$ cat src/hw/rtl/tilt_complementary_filter_defines.svh
`ifndef TILT_COMPLEMENTARY_FILTER_DEFINES_SVH
`define TILT_COMPLEMENTARY_FILTER_DEFINES_SVH

// Same-cycle implication, held off while reset is asserted.
`define TCF_ASSERT_NOW(label, clk, rstn, ante, cons) \
    label: assert property (@(posedge clk) disable iff (!rstn) (ante) |-> (cons)) \
        else $error("tcf: same-cycle check failed");

// Next-cycle implication, held off while reset is asserted.
`define TCF_ASSERT_NEXT(label, clk, rstn, ante, cons) \
    label: assert property (@(posedge clk) disable iff (!rstn) (ante) |=> (cons)) \
        else $error("tcf: next-cycle check failed");

`endif

$ cat src/hw/rtl/tcf_pkg.sv
`default_nettype none

package tcf_pkg;

    // Main sequencer states
    typedef enum logic [3:0] {
        ST_IDLE,
        ST_RATE_MUL,
        ST_RATE,
        ST_DELTA_MUL,
        ST_DELTA_ABS,
        ST_RECIP_MUL,
        ST_DELTA,
        ST_BLEND_MUL,
        ST_BLEND_ACC,
        ST_ANGLE_WAIT,
        ST_ANGLE_MUL,
        ST_FINISH
    } tcf_state_t;

    // CORDIC sequencer states
    typedef enum logic [1:0] {
        CS_IDLE,
        CS_RUN,
        CS_ROUND
    } tcf_cordic_state_t;

    // Configuration register indexes
    localparam int CFG_INDEX_W = 1;
    localparam logic [CFG_INDEX_W-1:0] REG_BLEND_WEIGHT = 1'b0;
    localparam logic [CFG_INDEX_W-1:0] REG_GYRO_FS      = 1'b1;

    localparam logic [16:0] BLEND_WEIGHT_RESET = 17'd64225;
    localparam logic [10:0] GYRO_FS_RESET      = 11'd250;
    localparam logic [16:0] WEIGHT_ONE         = 17'd65536;

    // floor(m / 1000) == (m * RECIP_1000) >> RECIP_SHIFT for any m below 2^30
    localparam logic signed [31:0] RECIP_1000  = 32'sd1099511628;
    localparam int                 RECIP_SHIFT = 40;
    localparam logic [29:0]        DELTA_BIAS  = 30'd500;

    // atan(2^-i) in degrees, 20 fractional bits
    localparam int ATAN_LEN   = 24;
    localparam int ATAN_IDX_W = 5;
    localparam int ATAN_FRAC  = 20;
    localparam int ATAN_W     = 27;

    function automatic logic signed [ATAN_W-1:0] tcf_atan(input logic [ATAN_IDX_W-1:0] idx);
        logic signed [ATAN_W-1:0] r;
        case (idx)
            5'd0:    r = 27'sd47185920;
            5'd1:    r = 27'sd27855475;
            5'd2:    r = 27'sd14718068;
            5'd3:    r = 27'sd7471121;
            5'd4:    r = 27'sd3750058;
            5'd5:    r = 27'sd1876857;
            5'd6:    r = 27'sd938658;
            5'd7:    r = 27'sd469357;
            5'd8:    r = 27'sd234682;
            5'd9:    r = 27'sd117342;
            5'd10:   r = 27'sd58671;
            5'd11:   r = 27'sd29335;
            5'd12:   r = 27'sd14668;
            5'd13:   r = 27'sd7334;
            5'd14:   r = 27'sd3667;
            5'd15:   r = 27'sd1833;
            5'd16:   r = 27'sd917;
            5'd17:   r = 27'sd458;
            5'd18:   r = 27'sd229;
            5'd19:   r = 27'sd115;
            5'd20:   r = 27'sd57;
            5'd21:   r = 27'sd29;
            5'd22:   r = 27'sd14;
            5'd23:   r = 27'sd7;
            default: r = '0;
        endcase
        return r;
    endfunction

endpackage

`default_nettype wire

$ cat src/hw/rtl/tcf_cordic.sv
`default_nettype none

module tcf_cordic
    import tcf_pkg::*;
#(
    parameter int ITERATIONS = 16,
    parameter int FRAC_BITS  = 8
) (
    input  wire logic                      aclk,
    input  wire logic                      aresetn,
    input  wire logic                      start,
    input  wire logic signed [15:0]        vec_x,
    input  wire logic signed [15:0]        vec_y,
    output logic                           done,
    output logic signed [FRAC_BITS+8:0]    angle
);

    localparam int CW = 25;
    localparam int AW = 30;
    localparam int PW = FRAC_BITS + 9;
    localparam int SH = ATAN_FRAC - FRAC_BITS;
    // no more steps than the arctangent table holds
    localparam logic [ATAN_IDX_W-1:0] LAST =
        ATAN_IDX_W'(((ITERATIONS > ATAN_LEN) ? ATAN_LEN : ITERATIONS) - 1);
    localparam logic signed [AW-1:0]  ACC_90 = AW'(90 * (1 << ATAN_FRAC));
    localparam logic signed [AW-1:0]  HALF_POS = AW'(1 << (SH - 1));
    localparam logic signed [AW-1:0]  HALF_NEG = AW'((1 << (SH - 1)) - 1);

    tcf_cordic_state_t state_reg, state_next;
    logic signed [CW-1:0]   x_reg, x_next;
    logic signed [CW-1:0]   y_reg, y_next;
    logic signed [AW-1:0]   acc_reg, acc_next;
    logic [ATAN_IDX_W-1:0]  iter_reg, iter_next;
    logic                   zero_reg, zero_next;
    logic                   done_reg, done_next;
    logic signed [PW-1:0]   angle_reg, angle_next;

    logic signed [CW-1:0]   x_in, y_in, x_shift, y_shift;
    logic signed [AW-1:0]   step_angle, round_sum, round_val;

    assign x_in       = CW'(vec_x) <<< 6;
    assign y_in       = CW'(vec_y) <<< 6;
    assign x_shift    = x_reg >>> iter_reg;
    assign y_shift    = y_reg >>> iter_reg;
    assign step_angle = AW'(tcf_atan(iter_reg));
    assign round_sum  = acc_reg + (acc_reg[AW-1] ? HALF_NEG : HALF_POS);
    assign round_val  = round_sum >>> SH;

    always_ff @(posedge aclk) begin
        if (!aresetn) begin
            state_reg <= CS_IDLE;
            done_reg  <= 1'b0;
        end else begin
            state_reg <= state_next;
            done_reg  <= done_next;
        end
        x_reg     <= x_next;
        y_reg     <= y_next;
        acc_reg   <= acc_next;
        iter_reg  <= iter_next;
        zero_reg  <= zero_next;
        angle_reg <= angle_next;
    end

    always_comb begin
        state_next = state_reg;
        x_next     = x_reg;
        y_next     = y_reg;
        acc_next   = acc_reg;
        iter_next  = iter_reg;
        zero_next  = zero_reg;
        done_next  = done_reg;
        angle_next = angle_reg;
        case (state_reg)
            CS_IDLE: begin
                if (start) begin
                    done_next  = 1'b0;
                    zero_next  = (vec_x == 16'sd0) && (vec_y == 16'sd0);
                    iter_next  = '0;
                    state_next = CS_RUN;
                    // turn a left-half-plane vector by 90 degrees first
                    if (x_in < 0) begin
                        if (y_in >= 0) begin
                            x_next   = y_in;
                            y_next   = -x_in;
                            acc_next = ACC_90;
                        end else begin
                            x_next   = -y_in;
                            y_next   = x_in;
                            acc_next = -ACC_90;
                        end
                    end else begin
                        x_next   = x_in;
                        y_next   = y_in;
                        acc_next = '0;
                    end
                end
            end
            CS_RUN: begin
                if (!y_reg[CW-1]) begin
                    x_next   = x_reg + y_shift;
                    y_next   = y_reg - x_shift;
                    acc_next = acc_reg + step_angle;
                end else begin
                    x_next   = x_reg - y_shift;
                    y_next   = y_reg + x_shift;
                    acc_next = acc_reg - step_angle;
                end
                iter_next = iter_reg + 1'b1;
                if (iter_reg == LAST) begin
                    state_next = CS_ROUND;
                end
            end
            CS_ROUND: begin
                angle_next = zero_reg ? '0 : round_val[PW-1:0];
                done_next  = 1'b1;
                state_next = CS_IDLE;
            end
            default: begin
                state_next = CS_IDLE;
            end
        endcase
    end

    assign done  = done_reg;
    assign angle = angle_reg;

endmodule

`default_nettype wire

$ cat src/hw/rtl/tilt_complementary_filter.sv
// Pitch-only complementary filter. Each input item is one inertial sample
// (accelerometer X and Z, gyro Y, milliseconds since the previous sample) and
// yields one result item: the new filtered pitch and the scaled gyro rate,
// both in 1/2^ANGLE_FRAC_BITS degree (per second for the rate). The result
// waits for the iterative vectoring CORDIC that finds atan2(Z, X), while the
// rate scaling, integration and blend run beside it through one shared 32 x 32
// multiplier. A new item is taken only once the last one has put its result
// into the output register.
// s_tready is high only between items; a result waiting in the output register
// does not block the next sample, but the following result waits until that
// one is taken. Configuration writes are meant for idle periods: blend_weight
// (index 0, gyro weight in 1/65536, values above 65536 act as 65536) and
// gyro_full_scale_dps (index 1).
`default_nettype none

`include "tilt_complementary_filter_defines.svh"

module tilt_complementary_filter
    import tcf_pkg::*;
#(
    parameter int CORDIC_ITERATIONS = 16,
    parameter int ANGLE_FRAC_BITS   = 8
) (
    input  wire logic                   aclk,
    input  wire logic                   aresetn,
    input  wire logic                   cfg_wr_en,
    input  wire logic [CFG_INDEX_W-1:0] cfg_index,
    input  wire logic [16:0]            cfg_wdata,
    input  wire logic                   s_tvalid,
    output logic                        s_tready,
    // accel_x[15:0], accel_z[31:16], gyro_y[47:32], elapsed_ms[57:48], zero pad
    input  wire logic [63:0]            s_tdata,
    output logic                        m_tvalid,
    input  wire logic                   m_tready,
    // pitch_angle[16:0], pitch_rate[36:17], zero pad
    output logic [39:0]                 m_tdata
);

    localparam int PW = ANGLE_FRAC_BITS + 9;
    localparam logic signed [47:0] RATE_HI  = 48'sd524287;
    localparam logic signed [47:0] RATE_LO  = -48'sd524288;
    localparam logic signed [40:0] PITCH_HI = 41'(180 * (1 << ANGLE_FRAC_BITS));
    localparam logic signed [40:0] PITCH_LO = -PITCH_HI;

    tcf_state_t state_reg, state_next;
    logic [16:0]          blend_weight_reg;
    logic [10:0]          gyro_fs_reg;
    logic signed [31:0]   mul_a_reg, mul_a_next;
    logic signed [31:0]   mul_b_reg, mul_b_next;
    logic signed [63:0]   prod_reg, prod_next;
    logic [9:0]           ms_reg, ms_next;
    logic signed [19:0]   rate_reg, rate_next;
    logic                 neg_reg, neg_next;
    logic signed [39:0]   accum_reg, accum_next;
    logic signed [PW-1:0] pitch_reg, pitch_next;
    logic                 m_valid_reg, m_valid_next;
    logic [16:0]          m_pitch_reg, m_pitch_next;
    logic [19:0]          m_rate_reg, m_rate_next;

    logic                 accept;
    logic                 cordic_done;
    logic signed [PW-1:0] cordic_angle;
    logic [16:0]          w_eff, w_comp;

    logic signed [47:0]   rate_scaled, rate_round, rate_sat;
    logic signed [19:0]   rate_val;
    logic signed [30:0]   dprod, dmag;
    logic [29:0]          dmag_bias;
    logic [19:0]          quot;
    logic signed [20:0]   delta_val;
    logic signed [21:0]   blend_sum;
    logic signed [40:0]   mix_sum, mix_round, mix_sat;
    logic signed [PW-1:0] pitch_new;
    logic signed [31:0]   pitch_new_wide, pitch_reg_wide;

    assign accept   = s_tvalid && s_tready;
    assign s_tready = (state_reg == ST_IDLE);

    tcf_cordic #(
        .ITERATIONS (CORDIC_ITERATIONS),
        .FRAC_BITS  (ANGLE_FRAC_BITS)
    ) u_cordic (
        .aclk    (aclk),
        .aresetn (aresetn),
        .start   (accept),
        .vec_x   (s_tdata[15:0]),
        .vec_y   (s_tdata[31:16]),
        .done    (cordic_done),
        .angle   (cordic_angle)
    );

    assign w_eff  = (blend_weight_reg > WEIGHT_ONE) ? WEIGHT_ONE : blend_weight_reg;
    assign w_comp = WEIGHT_ONE - w_eff;

    // shared multiplier, product registered
    assign prod_next = mul_a_reg * mul_b_reg;

    // rate = round(gyro * fs * 2^F / 32768), then saturate to 20 bits
    assign rate_scaled = 48'($signed(prod_reg[27:0])) <<< ANGLE_FRAC_BITS;
    assign rate_round  = (rate_scaled + (rate_scaled[47] ? 48'sd16383 : 48'sd16384)) >>> 15;
    assign rate_sat    = (rate_round > RATE_HI) ? RATE_HI :
                         ((rate_round < RATE_LO) ? RATE_LO : rate_round);
    assign rate_val    = rate_sat[19:0];

    // delta = round(rate * ms / 1000) by reciprocal on the magnitude
    assign dprod     = prod_reg[30:0];
    assign dmag      = dprod[30] ? -dprod : dprod;
    assign dmag_bias = dmag[29:0] + DELTA_BIAS;
    assign quot      = prod_reg[RECIP_SHIFT+19:RECIP_SHIFT];
    assign delta_val = neg_reg ? -$signed({1'b0, quot}) : $signed({1'b0, quot});
    assign blend_sum = 22'(pitch_reg) + 22'(delta_val);

    // blend, round by 65536 and saturate at plus or minus 180 degrees
    assign mix_sum   = 41'(accum_reg) + 41'($signed(prod_reg[39:0]));
    assign mix_round = (mix_sum + (mix_sum[40] ? 41'sd32767 : 41'sd32768)) >>> 16;
    assign mix_sat   = (mix_round > PITCH_HI) ? PITCH_HI :
                       ((mix_round < PITCH_LO) ? PITCH_LO : mix_round);
    assign pitch_new = mix_sat[PW-1:0];

    assign pitch_new_wide = 32'(pitch_new);
    assign pitch_reg_wide = 32'(pitch_reg);

    always_ff @(posedge aclk) begin
        if (!aresetn) begin
            state_reg        <= ST_IDLE;
            blend_weight_reg <= BLEND_WEIGHT_RESET;
            gyro_fs_reg      <= GYRO_FS_RESET;
            pitch_reg        <= '0;
            m_valid_reg      <= 1'b0;
        end else begin
            state_reg   <= state_next;
            pitch_reg   <= pitch_next;
            m_valid_reg <= m_valid_next;
            if (cfg_wr_en) begin
                case (cfg_index)
                    REG_BLEND_WEIGHT: blend_weight_reg <= cfg_wdata;
                    REG_GYRO_FS:      gyro_fs_reg      <= cfg_wdata[10:0];
                    default:          ;
                endcase
            end
        end
        mul_a_reg   <= mul_a_next;
        mul_b_reg   <= mul_b_next;
        prod_reg    <= prod_next;
        ms_reg      <= ms_next;
        rate_reg    <= rate_next;
        neg_reg     <= neg_next;
        accum_reg   <= accum_next;
        m_pitch_reg <= m_pitch_next;
        m_rate_reg  <= m_rate_next;
    end

    always_comb begin
        state_next   = state_reg;
        mul_a_next   = mul_a_reg;
        mul_b_next   = mul_b_reg;
        ms_next      = ms_reg;
        rate_next    = rate_reg;
        neg_next     = neg_reg;
        accum_next   = accum_reg;
        pitch_next   = pitch_reg;
        m_valid_next = m_valid_reg && !m_tready;
        m_pitch_next = m_pitch_reg;
        m_rate_next  = m_rate_reg;
        case (state_reg)
            ST_IDLE: begin
                if (accept) begin
                    mul_a_next = 32'($signed(s_tdata[47:32]));
                    mul_b_next = 32'(gyro_fs_reg);
                    ms_next    = s_tdata[57:48];
                    state_next = ST_RATE_MUL;
                end
            end
            ST_RATE_MUL: begin
                state_next = ST_RATE;
            end
            ST_RATE: begin
                rate_next  = rate_val;
                mul_a_next = 32'(rate_val);
                mul_b_next = 32'(ms_reg);
                state_next = ST_DELTA_MUL;
            end
            ST_DELTA_MUL: begin
                state_next = ST_DELTA_ABS;
            end
            ST_DELTA_ABS: begin
                neg_next   = dprod[30];
                mul_a_next = 32'(dmag_bias);
                mul_b_next = RECIP_1000;
                state_next = ST_RECIP_MUL;
            end
            ST_RECIP_MUL: begin
                state_next = ST_DELTA;
            end
            ST_DELTA: begin
                mul_a_next = 32'(w_eff);
                mul_b_next = 32'(blend_sum);
                state_next = ST_BLEND_MUL;
            end
            ST_BLEND_MUL: begin
                state_next = ST_BLEND_ACC;
            end
            ST_BLEND_ACC: begin
                accum_next = prod_reg[39:0];
                state_next = ST_ANGLE_WAIT;
            end
            ST_ANGLE_WAIT: begin
                // hold until the accelerometer angle is out of the CORDIC
                if (cordic_done) begin
                    mul_a_next = 32'(w_comp);
                    mul_b_next = 32'(cordic_angle);
                    state_next = ST_ANGLE_MUL;
                end
            end
            ST_ANGLE_MUL: begin
                state_next = ST_FINISH;
            end
            ST_FINISH: begin
                if (!m_valid_reg || m_tready) begin
                    pitch_next   = pitch_new;
                    m_pitch_next = pitch_new_wide[16:0];
                    m_rate_next  = rate_reg;
                    m_valid_next = 1'b1;
                    state_next   = ST_IDLE;
                end
            end
            default: begin
                state_next = ST_IDLE;
            end
        endcase
    end

    assign m_tvalid = m_valid_reg;
    assign m_tdata  = {3'b000, m_rate_reg, m_pitch_reg};

    `TCF_ASSERT_NEXT(a_busy_after_accept, aclk, aresetn, accept, !s_tready)
    `TCF_ASSERT_NOW(a_angle_ready, aclk, aresetn, state_reg == ST_ANGLE_MUL, cordic_done)
    `TCF_ASSERT_NOW(a_recip_fits, aclk, aresetn, state_reg == ST_DELTA, prod_reg[63:60] == 4'b0000)
    `TCF_ASSERT_NOW(a_result_from_finish, aclk, aresetn, $rose(m_valid_reg), $past(state_reg == ST_FINISH))
    `TCF_ASSERT_NOW(a_result_matches_state, aclk, aresetn, m_valid_reg, m_pitch_reg == pitch_reg_wide[16:0])

endmodule

`default_nettype wire

$ cat config.mk
export PLATFORM = sky130hd
export DESIGN_NAME = tilt_complementary_filter
export DESIGN_NICKNAME = d
export VERILOG_FILES = /design/src/hw/rtl/tcf_pkg.sv /design/src/hw/rtl/tcf_cordic.sv /design/src/hw/rtl/tilt_complementary_filter.sv
export VERILOG_INCLUDE_DIRS = /design/src /design/src/hw/rtl
export SDC_FILE = /design/constraint.sdc
export NUM_CORES = 2
export LEC_CHECK = 0
export BUFFER_PORTS_ARGS = -buffer_cell sky130_fd_sc_hd__buf_2
export CELL_PAD_IN_SITES_DETAIL_PLACEMENT = 0
export CELL_PAD_IN_SITES_GLOBAL_PLACEMENT = 2
export CORE_ASPECT_RATIO = 1.4
export CORE_UTILIZATION = 39
export CTS_CLUSTER_SIZE = 16
export DETAILED_ROUTE_END_ITERATION = 10
export PLACE_DENSITY = 0.77
export SETUP_SLACK_MARGIN = 0.4
export SYNTH_ARGS = -nofsm -noshare
export SYNTH_HDL_FRONTEND = slang
export SYNTH_HIERARCHICAL = 1
export SYNTH_SLANG_ARGS = --single-unit
$ cat constraint.sdc
create_clock -name aclk -period 8.6 [get_ports aclk]
set_input_delay 1.29 -clock aclk [delete_from_list [all_inputs] [get_ports aclk]]
set_output_delay 1.29 -clock aclk [all_outputs]
set_load 0.01 [all_outputs]
==> impl_metrics.yaml <==
detailed_routing:
  postRouteWirelength_um: 198900
  vias: 48610
  dr.first_iter.drc_count: 2920
  wire_per_inst_um: 22.07
  viasPerCell: 5.393
  drc: 0
  ant_nets: 0
  first_pass_iters: 8
setup_path:
  worstPathArrival_ns: 8.52
  start_kind: "flop"
  path_class: "flop to flop"
  cp_slowest_stage_delay_ns: 0.57
  crit_path_top_delay_cell: "fa_1"
  startpoint: "mul_b_reg[8]"
  rr_worst_depth: 29
  r2r_end: "prod_reg[53]"
  required_ns: 9.15
  cp_common_cell: "fa_1"
  rr_startpoint: "mul_b_reg[8]"
  cp_max_fo: 16
  critical_path.endpoint_type: "flop"
  ff2ff_setup_slack_ns: 0.63
hold_path:
  hold_path_end: "m_rate_reg[10]"
  hold_depth: 0
  hp-class: "flop to flop"
  min-delay-start: "rate_reg[10]"
floorplanning:
  fp-row-count: 174
  ios: 129
  die_area_um2: 164600
  start_util: 0.3944
  die_h_um: 479.6
  core_region_area_um2: 161100
  die-width_um: 343.1
sta:
  whs_ns: 0.4205
  worstMarginPinSlew_ns: 1.303
  final_hold_viol_count: 0
  fmax_mhz: 125.5
  rsz0062_at_grt: "yes"
  fin_ws_ns: 0.6311
  timing.slew.headroom: 0.1224
  fin_crit_sh: 0.9266
  setup_violations: 0
  tns_ns: 0
  skew_ns: 0.05767
  slew_viol_final: 0
  layout_min_cycle_time_ns: 7.969
logic_synthesis:
  yosysWarnings: 6
  synth.avg_cell_area_um2: 9.380
  synth-edff-count: 265
  postSynth.asyncResetShare: 0
  yosysTopAreaCell: "fa_1"
  ys_ff_latch: 404
  synthMostInstantiatedCell: "fa_1"
  synthDominantCellAreaShare: 0.3173
  synthFlopType: "edfxtp_1"
  synth_common_cells: "1007 x fa_1, 993 x inv_1, 703 x nand2_1, 415 x and2_1, 380 x ha_1"
  syn_inst: 6774
  synth_area_um2: 63540
  ys_top_cells_by_area: "fa_1 32%, edfxtp_1 13%, ha_1 7.5%"
  synth_cell_type_count: 121
  ys_seq_area_frac: 0.1690
clock_network:
  clk_root_buffer_cell: "clkbuf_16"
  clk_pin_slew_ns: 0.06
  clock_latency_ns: 0.67
  cts_buffer_depth: 3
  numCtsBuffers: 48
  htree_levels: 2
  cts_sinks: 404
  cts_tree: "done"
  cts_hold_buffers: 0
grt:
  grt_pass1_wl_um: 306400
  grt.total_usage: 0.2433
  grt_pass1_vias: 51230
  antenna_found_initial: 3
  grt_max_degree: 67
  grt_overflow: 0
cells_and_area:
  largest_register_ffs: 60
  nets: 8333
  final_area_um2: 69800
  layout-drive-gt1-share: 0.09306
  area_delta_synth_final_pct: 9.847
placement:
  hpwl_um: 165100
  gp_congestion: 0.9161
  io_buffers: 119
  post_dp_cell_area_um2: 66970
  dp_slack_ns: 0.01953
run:
  max-cap-violations: 0
run_status:
  status: "completed"
[kinds of logic (layout without fill, tap and decap cells)]
kind of cell / count (synthesis) / after routing / share of synthesized area
AOI/OAI and AO/OA: 1171 / 1171 / 0.1212
xor gates and xnor gates: 383 / 383 / 0.05303
adders and majority gates: 1389 / 1389 / 0.3924
buffers and inverters: 1319 / 1442 / 0.08077
DFF: 404 / 404 / 0.1690
muxes: 106 / 106 / 0.02706
other: 1 / 6 / 0.00005902
and+or+nand+nor: 2001 / 2001 / 0.1564
[worst max path at each step]
stage              endpoint  slack [ns]  cells past startpoint
6_report       prod_reg[53]        0.63                     29
5_1_grt        prod_reg[56]        0.38                     29
4_1_cts        prod_reg[54]        0.34                     28
3_5_place_dp   prod_reg[58]        0.02                     28
3_3_place_gp   prod_reg[56]       0.005                     28
2_1_floorplan  prod_reg[56]        0.48                     26
[placed cells by master (no fill, tap or decap), types with 69 or more instances in the layout]
cell	netlist	layout
dfxtp_1	139	139
o21ai_0	270	262
and2_1	415	412
nand2_1	703	694
xor2_1	145	145
a21oi_1	276	268
nor3_1	118	118
nand3_1	105	104
buf_2	10	119
edfxtp_1	265	265
buf_4	10	178
nor2b_1	72	69
inv_1	993	979
nor2_1	316	315
a21o_1	107	107
ha_1	380	366
fa_1	1007	983
xnor2_1	236	236
[critical path: cells and delay by family (launching register included)]
kind	cells	cell delay (ns)
flops	1	0.41
buf+inv	7	0.95
simple gates	3	0.38
compound gates	9	1.50
xor+xnor	1	0.12
fa+ha+maj	9	4.46
[layout make-up]
type                            count  area, um^2
Antenna cell                        3       7.507
Clock buffer                       66        1373
Clock inverter                     24       319.1
Fill cell                       15980       91310
Inverter                          998        3755
Multi-Input combinational cell   5053       48140
Sequential cell                   404       10740
Tap cell                         2112        2643
Timing Repair Buffer              354        2824
[metal layers]
layer  track usage  up-vias  part of all wire
met4       0.08562        2             0.042
met3       0.01935      338             0.038
met1        0.3017    24650              0.40
met2        0.4397     1161              0.52
li1              -    22460                 -
met5             0        -          0.000085
[stage by stage]
stage / utilization / instances
global route: 0.4332 / 9011
finish: 0.4333 / 9014
CTS: 0.4273 / 8968
floorplan: - / 6776
detailed placement: 0.4157 / 8868
global placement: 0.4157 / 8868
[what timing repair did]
item | 4_1_cts | 5_1_grt
endpoints found under the setup margin | 12 | 15
cloned | 0 | 4
resized for setup | 19 | 137
pin swaps | 4 | 67
setup buffers | 10 | 39
Power is not shown: default switching activity piles up to over one toggle a cycle in this logic, so the estimate is an artifact.
